File: src/rtl/weighted_index_sampler_macros.svh
// Assertion macros shared by the sampler modules.
`ifndef WEIGHTED_INDEX_SAMPLER_MACROS_SVH
`define WEIGHTED_INDEX_SAMPLER_MACROS_SVH

// Check a condition in the same cycle as its trigger.
`define WIS_ASSERT_SAME(lbl, clk, rst_n, ante, cons, msg) \
    lbl: assert property (@(posedge clk) disable iff (!rst_n) (ante) |-> (cons)) \
        else $error(msg);

// Check a condition in the cycle after its trigger.
`define WIS_ASSERT_NEXT(lbl, clk, rst_n, ante, cons, msg) \
    lbl: assert property (@(posedge clk) disable iff (!rst_n) (ante) |=> (cons)) \
        else $error(msg);

`endif

File: src/rtl/wis_pkg.sv
`timescale 1ns / 1ps

package wis_pkg;

    localparam int TABLE_DEPTH = 1024;
    localparam int WEIGHT_BITS = 40;
    localparam int LABEL_BITS  = 20;
    localparam int ADDR_BITS   = $clog2(TABLE_DEPTH);
    localparam int COUNT_BITS  = $clog2(TABLE_DEPTH + 2);
    localparam int CFG_INDEX_BITS = 2;

    localparam logic [CFG_INDEX_BITS-1:0] CFG_ENTRY_COUNT  = 2'd0;
    localparam logic [CFG_INDEX_BITS-1:0] CFG_TOTAL_WEIGHT = 2'd1;

    localparam logic KIND_LOAD = 1'b0;
    localparam logic KIND_DRAW = 1'b1;

    typedef struct packed {
        logic start;
        logic write_entry;
        logic issue;
        logic compare;
        logic label_rd;
        logic out_load;
    } wis_cmd_t;

    typedef struct packed {
        logic search_done;
        logic oor_now;
    } wis_stat_t;

endpackage

File: src/rtl/wis_ctrl.sv
`timescale 1ns / 1ps
`include "weighted_index_sampler_macros.svh"

module wis_ctrl (
    input  logic               clk,
    input  logic               rst_n,
    input  logic               in_valid,
    input  logic               kind,
    output logic               in_stall,
    output logic               out_valid,
    input  logic               out_stall,
    input  wis_pkg::wis_stat_t stat,
    output wis_pkg::wis_cmd_t  cmd
);

    import wis_pkg::*;

    typedef enum logic [3:0] {
        ST_IDLE    = 4'b0001,
        ST_ISSUE   = 4'b0010,
        ST_COMPARE = 4'b0100,
        ST_DONE    = 4'b1000
    } state_t;

    state_t state_reg, state_next;
    logic   out_valid_reg, out_valid_next;
    logic   slot_free;

    assign slot_free = !out_valid_reg || !out_stall;

    always_comb
    begin
        state_next = state_reg;
        cmd        = '0;
        unique case (state_reg)
            ST_IDLE:
            begin
                if (in_valid)
                begin
                    if (kind == KIND_DRAW)
                    begin
                        cmd.start  = 1'b1;
                        state_next = stat.oor_now ? ST_DONE : ST_ISSUE;
                    end
                    else
                    begin
                        cmd.write_entry = 1'b1;
                    end
                end
            end
            ST_ISSUE:
            begin
                if (stat.search_done)
                begin
                    cmd.label_rd = 1'b1;
                    state_next   = ST_DONE;
                end
                else
                begin
                    cmd.issue  = 1'b1;
                    state_next = ST_COMPARE;
                end
            end
            ST_COMPARE:
            begin
                cmd.compare = 1'b1;
                state_next  = ST_ISSUE;
            end
            ST_DONE:
            begin
                if (slot_free)
                begin
                    cmd.out_load = 1'b1;
                    state_next   = ST_IDLE;
                end
            end
            default:
            begin
                state_next = ST_IDLE;
            end
        endcase
    end

    always_comb
    begin
        out_valid_next = out_valid_reg;
        if (cmd.out_load)
            out_valid_next = 1'b1;
        else if (!out_stall)
            out_valid_next = 1'b0;
    end

    always_ff @(posedge clk or negedge rst_n)
    begin
        if (!rst_n)
        begin
            state_reg     <= ST_IDLE;
            out_valid_reg <= 1'b0;
        end
        else
        begin
            state_reg     <= state_next;
            out_valid_reg <= out_valid_next;
        end
    end

    assign in_stall  = (state_reg != ST_IDLE);
    assign out_valid = out_valid_reg;

    `WIS_ASSERT_NEXT(a_load_shows, clk, rst_n, cmd.out_load, out_valid_reg, "result transfer lost")
    `WIS_ASSERT_NEXT(a_draw_busy, clk, rst_n, cmd.start, state_reg != ST_IDLE, "draw not started")
    `WIS_ASSERT_SAME(a_held_result, clk, rst_n, out_valid_reg && out_stall, !cmd.out_load, "result overwritten")

endmodule

File: config.mk
export PLATFORM = sky130hd
export DESIGN_NAME = wis_ctrl
export DESIGN_NICKNAME = d
export VERILOG_FILES = /design/src/rtl/wis_pkg.sv /design/src/rtl/wis_ctrl.sv
export VERILOG_INCLUDE_DIRS = /design/src /design/src/rtl
export SDC_FILE = /design/constraint.sdc
export NUM_CORES = 1
export LEC_CHECK = 0
export ABC_AREA = 1
export ABC_CLOCK_PERIOD_IN_PS = 3300
export BUFFER_PORTS_ARGS = -buffer_cell sky130_fd_sc_hd__buf_2
export CAP_MARGIN = 30
export CORE_AREA = 2 2 39 41
export DETAILED_ROUTE_END_ITERATION = 8
export DIE_AREA = 0 0 41 43
export PLACE_DENSITY = 0.58
export SYNTH_ARGS = -nofsm -noshare
export SYNTH_HDL_FRONTEND = slang
export SYNTH_SLANG_ARGS = --single-unit
File: constraint.sdc
create_clock -name clk -period 3.3 [get_ports clk]
set_input_delay 0.165 -clock clk [delete_from_list [all_inputs] [get_ports clk]]
set_output_delay 0.165 -clock clk [all_outputs]
set_load 0.05 [all_outputs]
==> metrics.cfg <==
[status]
status = finished clean

[logic_synthesis]
ys_ff_latch = 5
netlist_top_cells_area = dfrtp_1 30%, nand2_1 10%, inv_1 9.0%, dfstp_2 7.9%, nor2_1 6.8%
synth_seq_area_share_pct = 37.97
synth_largest_area_cell = dfrtp_1
yosysTopAreaCellShare_pct = 30.08
synth.cell_area_sq_um = 332.8
synth_ff_type = dfrtp_1
synthMuxAreaShare_pct = 0
synth_common_cells = 9 x nand2_1, 8 x inv_1, 6 x nor2_1
synthArstFlopShare_pct = 100.0
synth-xor-area-share_pct = 0
synth.distinct_cells = 16
synth_most_common_cell = nand2_1
synthSimpleGateAreaFrac_pct = 45.49
synth_compound_area_share_pct = 4.135
synth_top_family_by_area = simple AND/OR/NAND/NOR gates
synth_warnings = 0
synth_fa_ha_area_share_pct = 0
syn_nets = 51
synth_edf_count = 0
synth_cells = 44
avgSynthCellArea_sq_um = 7.564

[final_layout]
antenna_cells = 0
area_growth_pct = 35.71
final_core_util_pct = 32.64
stdcell_area_sq_um = 451.7
layout-drive-gt1-share_pct = 43.55
nNetsFinal = 70
n_fill_cell = 151
multi_input_area_sq_um = 165.2
largest_reg_flops = 4
seq_area_sq_um = 126.4
fin_cells = 78

[setup_path]
slowest_delay_ns = 0.54
start_kind = flop
worstPathArrival_ns = 1.44
crit_type = flop to primary output
crit_chain = inv_2 -> nor2_4 -> nand2_4 -> nor3b_2 -> buf_2
cp_max_fo = 5
critPathRequiredTime_ns = 3.13
cpMaxStageDelayCell = dfstp_2
end_kind = primary output

[timing]
fin_crit_ns = 1.605
drv_slew = 0
slew_headroom_pct = 83.59
hold_viol = 0
tightestPinTransition_ns = 0.2479
fin_crit_sh_pct = 48.64
setup_slack_ns = 1.695
setup_viol = 0
setup_tns_ns = 0
hold_ws_ns = 0.1075
rsz0062_at_grt = no
fmax_mhz = 623.0
finClkSkew_ns = 0.002245

[routing]
wl_per_cell_um = 7.859
routed_via_density = 4.064
drt-met1-wl_um = 258
drt_iter0_markers = 2
routed-via-count = 317
route.detailed.drc = 0
dr.pass1.iters = 2
route.top_layer_used = met4
wl_met2_um = 304
wl_um = 613
ant_nets = 0
route.met3.wl_um = 42

[clock_network]
clock_sinks = 5
clk_pin_slew_ns = 0.05
h-tree-depth = 1
post-cts-setup-buffers = 0
root_buffer = clkbuf_4
cts_buffers = 3
clock_path_buffers = 2
cts_tree = yes
clk_latency_ns = 0.24

[global_route]
grt_pass1_wl_um = 1083
grt_max_degree = 6
overflow = 0
grt_usage_pct = 9.173
antenna_found_initial = 0
grt_pass1_vias = 293

[floorplan]
die_w_um = 41
dieHeight_um = 43
core_area_sq_um = 1384
io_pins = 15
die-area_sq_um = 1763
rows = 14
start_util_pct = 24.05

[placement]
post-place-cells = 73
gp_congestion = 0.7611
pre_cts_ws_ns = 1.940
place_area_sq_um = 415.4
portBuffers = 14
hpwl_um = 531.9

[flow_run]
drv_cap = 0

[pwr]
finalPower_uw = 461.9
vdd_drop_max_mv = 0.2796
power.density_nw_per_um2 = 1023
p_leak_nw = 0.2858

[min_path]
hold_path.class = primary input to flop

## area by class of cell
class                   count  area share [%]
multi-input cells          29           36.57
flip-flops and latches      5           27.98
repair buffers             15           17.73
inverters                   9           7.479
clock buffers               4           5.817
well taps                  16           4.432
## path summary, 6_finish.rpt
check                                               from                  endpoint  slack (ns)  depth (start not counted)
worst min-delay path                             stat[1]  state_reg[2]$_DFFE_PN0P_        0.11                          2
max in group asynchronous                          rst_n  state_reg[0]$_DFFE_PN1P_        2.82                          2
worst max-delay path            state_reg[0]$_DFFE_PN1P_                    cmd[4]        1.69                          5
min in group asynchronous                          rst_n  state_reg[2]$_DFFE_PN0P_        0.27                          2
worst min register to register     out_valid$_DFFE_PN0P_     out_valid$_DFFE_PN0P_        0.49                          2
worst max register to register  state_reg[0]$_DFFE_PN1P_  state_reg[3]$_DFFE_PN0P_        2.16                          7
## worst max-delay path, delay by kind of cell (launching register included)
| kind | cells | cell delay [ns] |
|---|---|---|
| flops | 1 | 0.54 |
| simple gates | 3 | 0.34 |
| buf+inv | 2 | 0.33 |
## routing by layer
layer  up-vias  global-route usage (%)
met2         8                   11.56
met4         0                   6.000
li1        167                       -
met1       140                   12.70
met3         2                   3.141
met5         -                       0
## report_power, final
part / internal, mW / switching, mW
registers: 0.0888 / 0.0243
logic: 0.0780 / 0.200
clock network: 0.0457 / 0.0247
## timing repair
action / in CTS / in global routing
resized for setup: 0 / 0
hold endpoints to repair: 5 / 0
hold buffers: 1 / 0
## cell families (layout without fill, tap and decap cells)
group | Yosys count | count (layout)
AOI/OAI and AO/OA | 2 | 2
buffers and inverters | 10 | 28
DFF | 5 | 5
and+or+nand+nor | 27 | 27
## placed cells by master (no fill, tap or decap), types with 2 or more instances in the layout
cell type   n
buf_2      14
nand2_1     9
inv_1       8
nor2_1      6
nand3_1     4
dfrtp_1     4
clkbuf_4    3
nor2_4      2
nor2_2      2
Note: power is estimated with default switching activity, not from simulation.
